## config.mk

```make
export PLATFORM = sky130hd
export DESIGN_NAME = c_include_directive_scanner
export DESIGN_NICKNAME = d
export VERILOG_FILES = /design/src/rtl/cids_pkg.sv /design/src/rtl/cids_ctrl.sv /design/src/rtl/cids_dp.sv /design/src/rtl/c_include_directive_scanner.sv
export VERILOG_INCLUDE_DIRS = /design/src /design/src/rtl
export SDC_FILE = /design/constraint.sdc
export NUM_CORES = 1
export LEC_CHECK = 0
export ABC_AREA = 0
export BUFFER_PORTS_ARGS = -buffer_cell sky130_fd_sc_hd__buf_2
export CAP_MARGIN = 0
export CELL_PAD_IN_SITES_DETAIL_PLACEMENT = 0
export CELL_PAD_IN_SITES_GLOBAL_PLACEMENT = 1
export CORE_MARGIN = 3
export CORE_UTILIZATION = 55
export DETAILED_ROUTE_END_ITERATION = 6
export GPL_ROUTABILITY_DRIVEN = 0
export GPL_TIMING_DRIVEN = 1
export MAX_ROUTING_LAYER = met4
export PLACE_DENSITY = 0.84
export SLEW_MARGIN = 20
export SYNTH_ARGS = -nofsm -noshare
export SYNTH_HDL_FRONTEND = slang
export SYNTH_HIERARCHICAL = 1
export SYNTH_SLANG_ARGS = --single-unit
export TNS_END_PERCENT = 20
```

## constraint.sdc

```tcl
create_clock -name clk -period 6 [get_ports clk]
set_input_delay 1.2 -clock clk [delete_from_list [all_inputs] [get_ports clk]]
set_output_delay 1.2 -clock clk [all_outputs]
set_load 0.05 [all_outputs]
```

## src/rtl/c_include_directive_scanner_assert.svh

```systemverilog
// ----------------------------------------------------------------------------
// Assertion macros for the include directive scanner
// Clocked on clk, disabled while arst_n is low; empty under SYNTHESIS.
// ----------------------------------------------------------------------------
`ifndef C_INCLUDE_DIRECTIVE_SCANNER_ASSERT_SVH
`define C_INCLUDE_DIRECTIVE_SCANNER_ASSERT_SVH
`ifndef SYNTHESIS
`define CIDS_ASSERT_IMP(lbl, ante, cons) \
	lbl: assert property (@(posedge clk) disable iff (!arst_n) (ante) |-> (cons)) \
		else $error("scanner assertion failed");
`define CIDS_ASSERT_NXT(lbl, ante, cons) \
	lbl: assert property (@(posedge clk) disable iff (!arst_n) (ante) |=> (cons)) \
		else $error("scanner assertion failed");
`else
`define CIDS_ASSERT_IMP(lbl, ante, cons)
`define CIDS_ASSERT_NXT(lbl, ante, cons)
`endif
`endif

```

## src/rtl/cids_pkg.sv

```systemverilog
// ----------------------------------------------------------------------------
// cids_pkg
// Constants, command/status types and the keyword table of the scanner.
// ----------------------------------------------------------------------------
package cids_pkg;

	localparam int MAX_PATH_BYTES = 64;
	localparam int STORE_DEPTH    = 64;
	localparam int ADDR_W         = $clog2(STORE_DEPTH);
	localparam int CNT_W          = $clog2(MAX_PATH_BYTES + 1);
	localparam int KW_LEN         = 7;
	localparam int KW_W           = 3;

	localparam logic [7:0] CH_NL    = 8'd10;
	localparam logic [7:0] CH_NUL   = 8'd0;
	localparam logic [7:0] CH_SPACE = 8'd32;
	localparam logic [7:0] CH_TAB   = 8'd9;
	localparam logic [7:0] CH_VT    = 8'd11;
	localparam logic [7:0] CH_FF    = 8'd12;
	localparam logic [7:0] CH_CR    = 8'd13;
	localparam logic [7:0] CH_HASH  = 8'h23;
	localparam logic [7:0] CH_LT    = 8'h3C;
	localparam logic [7:0] CH_GT    = 8'h3E;
	localparam logic [7:0] CH_DQ    = 8'h22;

	// Controller to datapath
	typedef struct packed {
		logic restart;     // back to line start: clear count, keyword, delimiter
		logic kw_first;    // first keyword letter matched
		logic kw_next;     // further keyword letter matched
		logic open;        // opening delimiter seen
		logic push;        // store one path word
		logic start_emit;  // closing delimiter seen, rewind read pointer
		logic issue;       // read one stored word toward the output
	} cmd_t;

	// Datapath to controller
	typedef struct packed {
		logic is_eol;
		logic is_blank;
		logic is_hash;
		logic is_lt;
		logic is_dq;
		logic is_close;
		logic is_kw0;
		logic kw_match;
		logic kw_last;
		logic count_full;
		logic issue_last;
		logic can_issue;
	} stat_t;

	function automatic logic [7:0] kw_char(input logic [KW_W-1:0] pos);
		logic [7:0] c;
		case (pos)
			3'd0:    c = 8'h69; // i
			3'd1:    c = 8'h6E; // n
			3'd2:    c = 8'h63; // c
			3'd3:    c = 8'h6C; // l
			3'd4:    c = 8'h75; // u
			3'd5:    c = 8'h64; // d
			3'd6:    c = 8'h65; // e
			default: c = 8'h00;
		endcase
		return c;
	endfunction

endpackage

```

## src/rtl/cids_ctrl.sv

```systemverilog
// ----------------------------------------------------------------------------
// cids_ctrl
// Line phase state machine; sequences path storage and emission.
// ----------------------------------------------------------------------------
`include "c_include_directive_scanner_assert.svh"

module cids_ctrl (
	input  logic            clk,
	input  logic            arst_n,
	input  logic            s_tvalid,
	output logic            s_tready,
	input  cids_pkg::stat_t stat,
	output cids_pkg::cmd_t  cmd
);

	typedef enum logic [7:0] {
		ST_LEAD_WS = 8'b0000_0001,
		ST_HASH_WS = 8'b0000_0010,
		ST_KEYWORD = 8'b0000_0100,
		ST_NEED_WS = 8'b0000_1000,
		ST_PATH_WS = 8'b0001_0000,
		ST_PATH    = 8'b0010_0000,
		ST_IGNORE  = 8'b0100_0000,
		ST_EMIT    = 8'b1000_0000
	} state_t;

	state_t state_q, state_d;
	logic   acc;

	assign s_tready = (state_q != ST_EMIT);
	assign acc      = s_tvalid && s_tready;

	always_comb begin
		state_d = state_q;
		cmd     = '0;
		if (state_q == ST_EMIT) begin
			if (stat.can_issue) begin
				cmd.issue = 1'b1;
				if (stat.issue_last) begin
					cmd.restart = 1'b1;
					state_d     = ST_IGNORE;
				end
			end
		end else if (acc) begin
			if (stat.is_eol) begin
				cmd.restart = 1'b1;
				state_d     = ST_LEAD_WS;
			end else begin
				case (state_q)
					ST_LEAD_WS: begin
						if (!stat.is_blank) begin
							state_d = stat.is_hash ? ST_HASH_WS : ST_IGNORE;
						end
					end
					ST_HASH_WS: begin
						if (!stat.is_blank) begin
							if (stat.is_kw0) begin
								cmd.kw_first = 1'b1;
								state_d      = ST_KEYWORD;
							end else begin
								state_d = ST_IGNORE;
							end
						end
					end
					ST_KEYWORD: begin
						if (stat.kw_match) begin
							cmd.kw_next = 1'b1;
							if (stat.kw_last) begin
								state_d = ST_NEED_WS;
							end
						end else begin
							state_d = ST_IGNORE;
						end
					end
					ST_NEED_WS: begin
						state_d = stat.is_blank ? ST_PATH_WS : ST_IGNORE;
					end
					ST_PATH_WS: begin
						if (!stat.is_blank) begin
							if (stat.is_lt || stat.is_dq) begin
								cmd.open = 1'b1;
								state_d  = ST_PATH;
							end else begin
								state_d = ST_IGNORE;
							end
						end
					end
					ST_PATH: begin
						if (stat.is_close) begin
							cmd.start_emit = 1'b1;
							state_d        = ST_EMIT;
						end else if (!stat.count_full) begin
							cmd.push = 1'b1;
						end else begin
							// overlong path: drop the line
							cmd.restart = 1'b1;
							state_d     = ST_IGNORE;
						end
					end
					ST_IGNORE: begin
						state_d = ST_IGNORE;
					end
					default: begin
						state_d = ST_IGNORE;
					end
				endcase
			end
		end
	end

	always_ff @(posedge clk or negedge arst_n) begin
		if (!arst_n) begin
			state_q <= ST_LEAD_WS;
		end else begin
			state_q <= state_d;
		end
	end

	`CIDS_ASSERT_IMP(a_issue_no_accept, cmd.issue, !acc)
	`CIDS_ASSERT_IMP(a_push_in_path, cmd.push, acc && state_q == ST_PATH)
	`CIDS_ASSERT_NXT(a_last_leaves_emit, cmd.issue && stat.issue_last, state_q == ST_IGNORE)

endmodule

```

## src/rtl/cids_dp.sv

```systemverilog
// ----------------------------------------------------------------------------
// cids_dp
// Byte classifier, keyword pointer, path store, read stage and output register.
// ----------------------------------------------------------------------------
`include "c_include_directive_scanner_assert.svh"

module cids_dp (
	input  logic                      clk,
	input  logic                      arst_n,
	input  logic [7:0]                text_byte,
	input  cids_pkg::cmd_t            cmd,
	output cids_pkg::stat_t           stat,
	output logic                      m_tvalid,
	input  logic                      m_tready,
	output logic [7:0]                path_byte,
	output logic                      last_byte,
	output logic                      system_include,
	output logic                      empty_path,
	output logic [cids_pkg::CNT_W-1:0] path_length
);

	logic [7:0]                  store_mem [cids_pkg::STORE_DEPTH];
	logic [cids_pkg::CNT_W-1:0]  count_q;
	logic [cids_pkg::KW_W-1:0]   kw_pos_q;
	logic                        angle_q;
	logic [cids_pkg::ADDR_W-1:0] rd_k_q;

	// read stage
	logic                        vld_s1;
	logic [7:0]                  data_s1;
	logic                        last_s1;
	logic                        sys_s1;
	logic                        empty_s1;
	logic [cids_pkg::CNT_W-1:0]  len_s1;

	// output register
	logic                        m_vld_q;
	logic [7:0]                  m_data_q;
	logic                        m_last_q;
	logic                        m_sys_q;
	logic                        m_empty_q;
	logic [cids_pkg::CNT_W-1:0]  m_len_q;

	logic out_free, move, cnt_zero;

	assign out_free = !m_vld_q || m_tready;
	assign move     = vld_s1 && out_free;
	assign cnt_zero = (count_q == '0);

	always_comb begin
		stat.is_eol     = (text_byte == cids_pkg::CH_NL) || (text_byte == cids_pkg::CH_NUL);
		stat.is_blank   = (text_byte == cids_pkg::CH_SPACE) || (text_byte == cids_pkg::CH_TAB)
		               || (text_byte == cids_pkg::CH_VT) || (text_byte == cids_pkg::CH_FF)
		               || (text_byte == cids_pkg::CH_CR);
		stat.is_hash    = (text_byte == cids_pkg::CH_HASH);
		stat.is_lt      = (text_byte == cids_pkg::CH_LT);
		stat.is_dq      = (text_byte == cids_pkg::CH_DQ);
		stat.is_close   = (text_byte == (angle_q ? cids_pkg::CH_GT : cids_pkg::CH_DQ));
		stat.is_kw0     = (text_byte == cids_pkg::kw_char('0));
		stat.kw_match   = (kw_pos_q < cids_pkg::KW_W'(cids_pkg::KW_LEN))
		               && (text_byte == cids_pkg::kw_char(kw_pos_q));
		stat.kw_last    = (kw_pos_q == cids_pkg::KW_W'(cids_pkg::KW_LEN - 1));
		stat.count_full = (count_q >= cids_pkg::CNT_W'(cids_pkg::MAX_PATH_BYTES));
		stat.issue_last = cnt_zero
		               || (({1'b0, rd_k_q} + cids_pkg::CNT_W'(1)) == count_q);
		stat.can_issue  = !vld_s1 || out_free;
	end

	always_ff @(posedge clk or negedge arst_n) begin
		if (!arst_n) begin
			count_q  <= '0;
			kw_pos_q <= '0;
			angle_q  <= 1'b0;
			rd_k_q   <= '0;
		end else begin
			if (cmd.restart) begin
				count_q  <= '0;
				kw_pos_q <= '0;
				angle_q  <= 1'b0;
			end else begin
				if (cmd.kw_first) begin
					kw_pos_q <= cids_pkg::KW_W'(1);
				end else if (cmd.kw_next) begin
					kw_pos_q <= kw_pos_q + cids_pkg::KW_W'(1);
				end
				if (cmd.open) begin
					angle_q <= stat.is_lt;
					count_q <= '0;
				end else if (cmd.push) begin
					count_q <= count_q + cids_pkg::CNT_W'(1);
				end
			end
			if (cmd.start_emit) begin
				rd_k_q <= '0;
			end else if (cmd.issue) begin
				rd_k_q <= rd_k_q + cids_pkg::ADDR_W'(1);
			end
		end
	end

	// path store: write on push, registered read on issue
	always_ff @(posedge clk) begin
		if (cmd.push) begin
			store_mem[count_q[cids_pkg::ADDR_W-1:0]] <= text_byte;
		end
	end

	always_ff @(posedge clk) begin
		if (cmd.issue) begin
			data_s1  <= cnt_zero ? 8'd0 : store_mem[rd_k_q];
			last_s1  <= stat.issue_last;
			sys_s1   <= angle_q;
			empty_s1 <= cnt_zero;
			len_s1   <= count_q;
		end
	end

	always_ff @(posedge clk or negedge arst_n) begin
		if (!arst_n) begin
			vld_s1  <= 1'b0;
			m_vld_q <= 1'b0;
		end else begin
			if (cmd.issue) begin
				vld_s1 <= 1'b1;
			end else if (move) begin
				vld_s1 <= 1'b0;
			end
			if (move) begin
				m_vld_q <= 1'b1;
			end else if (m_tready) begin
				m_vld_q <= 1'b0;
			end
		end
	end

	always_ff @(posedge clk) begin
		if (move) begin
			m_data_q  <= data_s1;
			m_last_q  <= last_s1;
			m_sys_q   <= sys_s1;
			m_empty_q <= empty_s1;
			m_len_q   <= len_s1;
		end
	end

	assign m_tvalid       = m_vld_q;
	assign path_byte      = m_data_q;
	assign last_byte      = m_last_q;
	assign system_include = m_sys_q;
	assign empty_path     = m_empty_q;
	assign path_length    = m_len_q;

	`CIDS_ASSERT_IMP(a_count_bound, 1'b1, count_q <= cids_pkg::CNT_W'(cids_pkg::MAX_PATH_BYTES))
	`CIDS_ASSERT_IMP(a_push_not_full, cmd.push, !stat.count_full)
	`CIDS_ASSERT_IMP(a_issue_has_room, cmd.issue, stat.can_issue)
	`CIDS_ASSERT_IMP(a_push_not_issue, cmd.push, !cmd.issue && !vld_s1 || !cmd.issue)

endmodule

```

## src/rtl/c_include_directive_scanner.sv

```systemverilog
// ----------------------------------------------------------------------------
// c_include_directive_scanner
// Scans source text for include directives and streams out the path words.
// ----------------------------------------------------------------------------
// Usage:
//   s_* : one source word (text_byte) per handshake; newline or NUL ends a line.
//   m_* : one path word per handshake; tlast marks the final word of a path,
//         tuser flags system include and empty path, tdata also carries the
//         total path length on every word.
// Rate:
//   Text words are taken one per cycle while a line is scanned or stored.
//   The closing delimiter of a path stalls input while the store is read
//   out through one registered read port, one word a cycle while m_tready
//   lets the output drain; the first word passes the read stage and the
//   output register before it appears on m_*.
// Reset:
//   arst_n returns the scanner to line start with an empty store; no clearing
//   pass is run, so input is taken as soon as reset is released.
// Stall:
//   A read stage and an output register stand between the store and m_*;
//   when m_tready is low, readout pauses and the words wait, none lost.
// ----------------------------------------------------------------------------
module c_include_directive_scanner (
	input  logic        clk,
	input  logic        arst_n,
	input  logic        s_tvalid,
	output logic        s_tready,
	input  logic [7:0]  s_tdata,   // [7:0] text_byte
	output logic        m_tvalid,
	input  logic        m_tready,
	output logic [15:0] m_tdata,   // [7:0] path_byte, [14:8] path_length, [15] zero
	output logic        m_tlast,   // last_byte
	output logic [1:0]  m_tuser    // [0] system_include, [1] empty_path
);

	cids_pkg::cmd_t             cmd;
	cids_pkg::stat_t            stat;
	logic [7:0]                 path_byte;
	logic                       system_include;
	logic                       empty_path;
	logic [cids_pkg::CNT_W-1:0] path_length;

	// line phase controller: owns the input handshake
	cids_ctrl u_ctrl (
		.clk      (clk),
		.arst_n   (arst_n),
		.s_tvalid (s_tvalid),
		.s_tready (s_tready),
		.stat     (stat),
		.cmd      (cmd)
	);

	// datapath: classify, store, read out, hold the output word
	cids_dp u_dp (
		.clk            (clk),
		.arst_n         (arst_n),
		.text_byte      (s_tdata),
		.cmd            (cmd),
		.stat           (stat),
		.m_tvalid       (m_tvalid),
		.m_tready       (m_tready),
		.path_byte      (path_byte),
		.last_byte      (m_tlast),
		.system_include (system_include),
		.empty_path     (empty_path),
		.path_length    (path_length)
	);

	// pack the output word, pad to whole bytes
	assign m_tdata = {1'b0, path_length, path_byte};
	assign m_tuser = {empty_path, system_include};

endmodule
```

==> results of run 1 <==
cells in the mapped netlist, drive strengths merged (8+ instances only):
library cell / n / share of area
edfxtp: 548 / 0.71
mux4: 143 / 0.14
nor2: 102 / 0.017
buf: 40 / 0.012
clkbuf: 32 / 0.0052
nand2: 32 / 0.0052
dfrtp: 26 / 0.028
a21oi: 21 / 0.0047
a22oi: 20 / 0.0065
o21ai: 17 / 0.0037
mux2i: 16 / 0.0069
nand3: 14 / 0.0030
inv: 13 / 0.0021
xor2: 13 / 0.0049
mux2: 12 / 0.0066
nor3: 10 / 0.0024
xnor2: 10 / 0.0038
ha: 8 / 0.0043
nor4: 8 / 0.0031
per-stage QoR:
| stage | hold WS [ns] | power (mW) | instances | area (um^2) | setup slack [ns] |
|---|---|---|---|---|---|
| floorplan | 0.400 | 4.69 | 1179 | 23200 | 2.06 |
| global placement | 0.402 | 4.79 | 1689 | 23800 | 1.33 |
| detailed placement | 0.405 | 4.80 | 1689 | 23800 | 1.32 |
| CTS | 0.420 | 8.25 | 1791 | 25600 | 1.93 |
| global route | 0.429 | 8.44 | 1792 | 25600 | 1.67 |
| finish | 0.417 | 8.19 | 1792 | 25600 | 1.80 |
state kept, by name, indices dropped and copies added (netlist names):
register	cells
u_dp/empty_s1	1
u_dp/path_length	7
u_dp/data_s1	8
u_dp/system_include	1
u_dp/m_tvalid	1
u_dp/last_s1	1
u_dp/kw_pos_q	3
u_dp/count_q	7
u_dp/vld_s1	1
u_dp/store_mem	512
u_dp/sys_s1	1
u_dp/last_byte	1
u_dp/len_s1	7
u_dp/angle_q	1
u_dp/path_byte	8
u_dp/rd_k_q	6
u_dp/empty_path	1
u_ctrl/state_q	8
worst max-delay path: cells and delay by family:
kind,cells,cell delay [ns]
AND/OR/NAND/NOR,6,2.55
buffers and inverters,2,0.45
AO/OA/AOI/OAI,1,0.21
power by group through the flow:
stage	registers (mW)	logic (mW)	clock network [mW]
floorplan	4.48	0.208	0
global placement	4.49	0.306	0
detailed placement	4.49	0.311	0
CTS	4.40	0.311	3.53
global route	4.40	0.329	3.71
finish	4.40	0.306	3.48
path summary, 6_finish.rpt:
| check | start | endpoint | slack (ns) | cells after the start |
|---|---|---|---|---|
| setup / recovery | s_tdata[2] | u_dp/store_mem[43][6]$_DFFE_PP_ | 1.80 | 9 |
| hold / removal | u_dp/data_s1[7]$_SDFFCE_PP0P_ | u_dp/path_byte[7]$_DFFE_PP_ | 0.42 | 0 |
| setup reg to reg | u_ctrl/state_q[6]$_DFFE_PN0P_ | u_dp/store_mem[43][6]$_DFFE_PP_ | 2.07 | 8 |
| hold reg to reg | u_dp/data_s1[7]$_SDFFCE_PP0P_ | u_dp/path_byte[7]$_DFFE_PP_ | 0.42 | 0 |
| max in group asynchronous | arst_n | u_dp/rd_k_q[1]$_DFFE_PN0P_ | 4.88 | 1 |
| min in group asynchronous | arst_n | u_dp/count_q[0]$_DFFE_PN0P_ | 0.64 | 1 |
layout make-up:
class	count	share of cell area
clock buffers	68	0.0574
multi-input cells	519	0.219
inverters	13	0.00191
well taps	532	0.0260
flip-flops and latches	575	0.670
repair buffers	50	0.0116
diodes	1	0.0000978
clock inverters	34	0.0138
routing by layer:
| layer | vias up | share of wire | track usage |
|---|---|---|---|
| li1 | 4859 | - | - |
| met1 | 6007 | 0.40 | 0.330 |
| met2 | 598 | 0.48 | 0.364 |
| met3 | 95 | 0.096 | 0.0587 |
| met4 | 0 | 0.030 | 0.0767 |
| met5 | - | 0 | - |
logic make-up (layout without fill, tap and decap cells):
family | after synthesis | count (layout)
flip-flops | 575 | 575
multiplexers | 171 | 171
XOR/XNOR | 23 | 23
buffers and inverters | 85 | 165
AO/OA/AOI/OAI | 88 | 88
other | 1 | 2
AND/OR/NAND/NOR | 228 | 228
adder cells (fa/ha/maj) | 8 | 8
==> impl_metrics.env, run 1 <==
export IMPL_clockRootBuffer="clkbuf_16"
export IMPL_finalSetupTns_ns=0
export IMPL_synth_area_um2=23200
export IMPL_drt_iter0_markers=1297
export IMPL_p_clk_frac=0.425
export IMPL_fin_skew_ns=0.0135
export IMPL_p_comb_frac=0.037
export IMPL_synth_async_reset_ratio=0.0470
export IMPL_clkTransAtPathRegs_ns=0.06
export IMPL_cts_tree="built"
export IMPL_switching_share=0.199
export IMPL_netlist_instances=1179
export IMPL_ys_types=68
export IMPL_worstMarginPinSlew_ns=1.03
export IMPL_yosysSeqAreaShare=0.739
export IMPL_muxShareOfSynthArea=0.152
export IMPL_path_common_cell="or4_1"
export IMPL_final_common_cell="edfxtp_1"
export IMPL_relSlewSlack=0.313
export IMPL_ant_nets=0
export IMPL_ctsHoldBuffers=0
export IMPL_critPathMaxStageDelay_ns=0.80
export IMPL_cp_arrival_ns=4.42
export IMPL_maxCapViolations=0
export IMPL_drt_pass1_iter_count=5
export IMPL_fmax_mhz=238
export IMPL_critical_path_class="in -> reg"
export IMPL_worstPathCellList="buf_2 > or4_1 > a21oi_1 > or4_1 > nor3_1 > buf_4 > nor2b_1 > nand3_1 > nor2_1"
export IMPL_irDropWorstVdd_uv=261
export IMPL_final_nets=1235
export IMPL_setup_viol=0
export IMPL_start_kind="input port"
export IMPL_grt_max_degree=71
export IMPL_cp_end_kind="flip-flop"
export IMPL_core_area_um2=41200
export IMPL_synthFlopType="edfxtp_1"
export IMPL_insertion_delay_ns=0.60
export IMPL_utilization=0.621
export IMPL_drc_errors=0
export IMPL_synth_xor_area_frac=0.00869
export IMPL_ys_seq_elements=575
export IMPL_seqPwrFrac=0.538
export IMPL_cts_setup_buffers=0
export IMPL_grt_setup_unrepaired="false"
export IMPL_fin_crit_ns=4.20
export IMPL_slowest_stage="nor2_1"
export IMPL_yosysWarnings=6
export IMPL_ctsResizeCount=0
export IMPL_syn_num_nets=1199
export IMPL_port_buffer_count=31
export IMPL_die_y_um=211
export IMPL_die_area_um2=44600
export IMPL_synth_edf_count=548
export IMPL_vias=11600
export IMPL_required_ns=6.22
export IMPL_powerDensity_nw_per_um2=320
export IMPL_multi_input_comb_area_um2=5600
export IMPL_ioPinCount=33
export IMPL_track_usage=0.240
export IMPL_dp_hpwl_mm=30.9
export IMPL_area_sequential_um2=17100
export IMPL_die_w_um=211
export IMPL_final_layout_size_suffix_gt1_frac=0.246
export IMPL_routedWlPerCell_um=28.2
export IMPL_area_growth_pct=10.3
export IMPL_syn_avg_cell_area_um2=19.7
export IMPL_layout_worst_path_cycle_share=0.700
export IMPL_cts_buffers=56
export IMPL_final_cell_mix="edfxtp_1, mux4_2, nor2_1"
export IMPL_clk_path_buf_depth=3
export IMPL_n_fill_cell=2763
export IMPL_start_util=0.563
export IMPL_drv_slew=0
export IMPL_wirelength_mm=50.5
export IMPL_synth_simple_gate_area_frac=0.0497
export IMPL_hp_class="reg -> reg"
export IMPL_synth_top_family_by_area="multiplexers"
export IMPL_overflow=0
export IMPL_viasPerCell=6.45
export IMPL_critPathMaxFanout=15
export IMPL_status="finished, final reports clean"
export IMPL_synthAdderAreaFrac=0.00432
export IMPL_antenna_found_initial=1
export IMPL_grt_first_pass_wirelength_mm=75.9
export IMPL_cts_sink_count=575
export IMPL_htree_levels=2
export IMPL_switchingPower_mw=1.63
export IMPL_p_int_mw=6.56
export IMPL_rows=74
export IMPL_p_leak_nw=7.98
export IMPL_hold_violations=0
export IMPL_synth_compound_area_share=0.0261
export IMPL_grt_pass1_vias=11600
No activity file was read; power rests on OpenSTA's default activity.
==> run 2: changes to the inputs <==
CORE_UTILIZATION = 50   (was 55)
PLACE_DENSITY = 0.81   (was 0.84)
clock period = 3.4 ns   (was 6 ns; I/O delays follow)
==> run 2 against run 1 <==
Wire length down 1.1%. Combinational power up 91%. Sequential power up 76%. Sequential share of layout area down 2.0 points. Die area up 9.7%. First-iteration DRC count up 8.5%. Clock power up 65%. Highest routed layer unchanged.
==> impl_metrics.env, run 2 (synthesis results as in run 1) <==
export IMPL_area_growth_pct=13.7
export IMPL_largest_reg_flops=512
export IMPL_ant_nets=0
export IMPL_r2r_start="u_dp/rd_k_q[0]$_DFFE_PN0P_"
export IMPL_finalSetupTns_ns=0
export IMPL_drt_pass1_iter_count=5
export IMPL_cp_end_kind="flip-flop"
export IMPL_ioPinCount=33
export IMPL_multi_input_comb_area_um2=5620
export IMPL_drc_errors=0
export IMPL_overflow=0
export IMPL_final_nets=1333
export IMPL_critPathMaxFanout=8
export IMPL_critical_path_class="reg -> reg"
export IMPL_htree_levels=2
export IMPL_seqPwrFrac=0.551
export IMPL_drt_iter0_markers=1407
export IMPL_fin_crit_ns=3.20
export IMPL_routedWlPerCell_um=25.5
export IMPL_switching_share=0.202
export IMPL_viasPerCell=6.02
export IMPL_setup_viol=0
export IMPL_grt_setup_unrepaired="false"
export IMPL_fin_hold_ws_ns=0.104
export IMPL_final_cell_mix="edfxtp_1, mux4_2, buf_4"
export IMPL_cts_setup_buffers=0
export IMPL_n_fill_cell=3276
export IMPL_final_cells=1957
export IMPL_hp_class="in -> async"
export IMPL_clockRootBuffer="clkbuf_16"
export IMPL_antenna_found_initial=2
export IMPL_clkTransAtPathRegs_ns=0.06
export IMPL_core_area_um2=45600
export IMPL_die_y_um=221
export IMPL_p_clk_frac=0.408
export IMPL_grt_pass1_vias=11800
export IMPL_final_layout_size_suffix_gt1_frac=0.300
export IMPL_irDropWorstVdd_uv=357
export IMPL_status="finished, final reports clean"
export IMPL_hold_violations=0
export IMPL_port_buffer_count=31
export IMPL_insertion_delay_ns=0.60
export IMPL_dp_hpwl_mm=31.9
export IMPL_fmax_mhz=313
export IMPL_p_total_mw=14.1
export IMPL_required_ns=3.88
export IMPL_vias=11800
export IMPL_ctsResizeCount=0
export IMPL_p_int_mw=11.2
export IMPL_p_leak_nw=8.47
export IMPL_cp_arrival_ns=3.68
export IMPL_startpoint="u_dp/rd_k_q[0]$_DFFE_PN0P_"
export IMPL_layout_worst_path_cycle_share=0.941
export IMPL_ctsHoldBuffers=0
export IMPL_clk_path_buf_depth=3
export IMPL_worstMarginPinSlew_ns=0.814
export IMPL_cts_sink_count=575
export IMPL_placed_area_um2=24600
export IMPL_grt_first_pass_wirelength_mm=76.3
export IMPL_final_common_cell="edfxtp_1"
export IMPL_switchingPower_mw=2.84
export IMPL_final_area_um2=26400
export IMPL_start_util=0.509
export IMPL_p_comb_frac=0.042
export IMPL_cts_tree="built"
export IMPL_start_kind="flip-flop"
export IMPL_drv_slew=0
export IMPL_die_w_um=221
export IMPL_maxCapViolations=0
export IMPL_grt_max_degree=123
export IMPL_place_inst=1855
export IMPL_track_usage=0.212
export IMPL_fin_skew_ns=0.0191
export IMPL_relSlewSlack=0.457
export IMPL_die_area_um2=49000
export IMPL_area_sequential_um2=17100
export IMPL_rows=78
export IMPL_cts_buffers=56
export IMPL_wirelength_mm=50.0
export IMPL_powerDensity_nw_per_um2=534
==> run 2: cell types whose count changed in the layout (fill, tap and decap cells not counted), moves of 2 or more <==
cell | before | now
nor4_1 | 6 | 4
clkbuf_1 | 11 | 14
buf_4 | 19 | 113
clkinvlp_4 | 5 | 2
nor4_2 | 1 | 3
clkbuf_8 | 0 | 2
bufinv_16 | 7 | 1
buf_12 | 0 | 3
==> run 2: routing by layer <==
layer,wire length (um),GRT usage
met5,0,-
met3,4010,0.0324
met2,24200,0.330
met1,20700,0.301
met4,1050,0.0536
==> run 2: power groups by stage <==
stage	logic, mW	clock network (mW)	registers (mW)
after floorplan	0.368	0	7.90
after global placement	0.576	0	7.90
after detailed placement	0.588	0	7.90
after CTS	0.592	5.85	7.75
after global routing	0.628	6.14	7.75
final	0.584	5.74	7.75
==> run 2: worst paths after layout <==
| check | to | slack [ns] | cells past startpoint |
|---|---|---|---|
| max in group asynchronous | u_dp/rd_k_q[0]$_DFFE_PN0P_ | 2.80 | 1 |
| worst max register to register | u_ctrl/state_q[2]$_DFFE_PN0P_ | 0.20 | 10 |
| worst min-delay path | u_dp/m_tvalid$_DFFE_PN0P_ | 0.10 | 1 |
| min in group clk | u_dp/m_tvalid$_DFFE_PN0P_ | 0.37 | 3 |
| worst min register to register | u_dp/path_length[1]$_DFFE_PP_ | 0.42 | 0 |
| worst max-delay path | u_ctrl/state_q[2]$_DFFE_PN0P_ | 0.20 | 10 |
==> run 2: critical path, cell delays in order (launching register included) <==
cell and delay, ns:
dfrtp_4 0.50, ha_1 0.24, and2_0 0.17, or2_2 0.29, a211oi_1 0.23, a21oi_1 0.08
o31ai_2 0.33, and4_1 0.31, a21oi_2 0.08, a221oi_4 0.50, mux2_4 0.35
==> run 2: metrics by stage <==
step	setup WS [ns]	utilization
2_1_floorplan	-0.0239	-
3_3_place_gp	-0.0331	0.540
3_5_place_dp	-0.0256	0.540
4_1_cts	0.115	0.578
5_1_grt	0.0393	0.578
6_report	0.202	0.578
==> run 2: cell type report <==
class	count	area share
Inverter	13	0.00185
Clock inverter	27	0.00674
Sequential cell	575	0.650
Clock buffer	74	0.0581
Tap cell	600	0.0285
Multi-Input combinational cell	519	0.213
Timing Repair Buffer	148	0.0414
Antenna cell	1	0.0000949
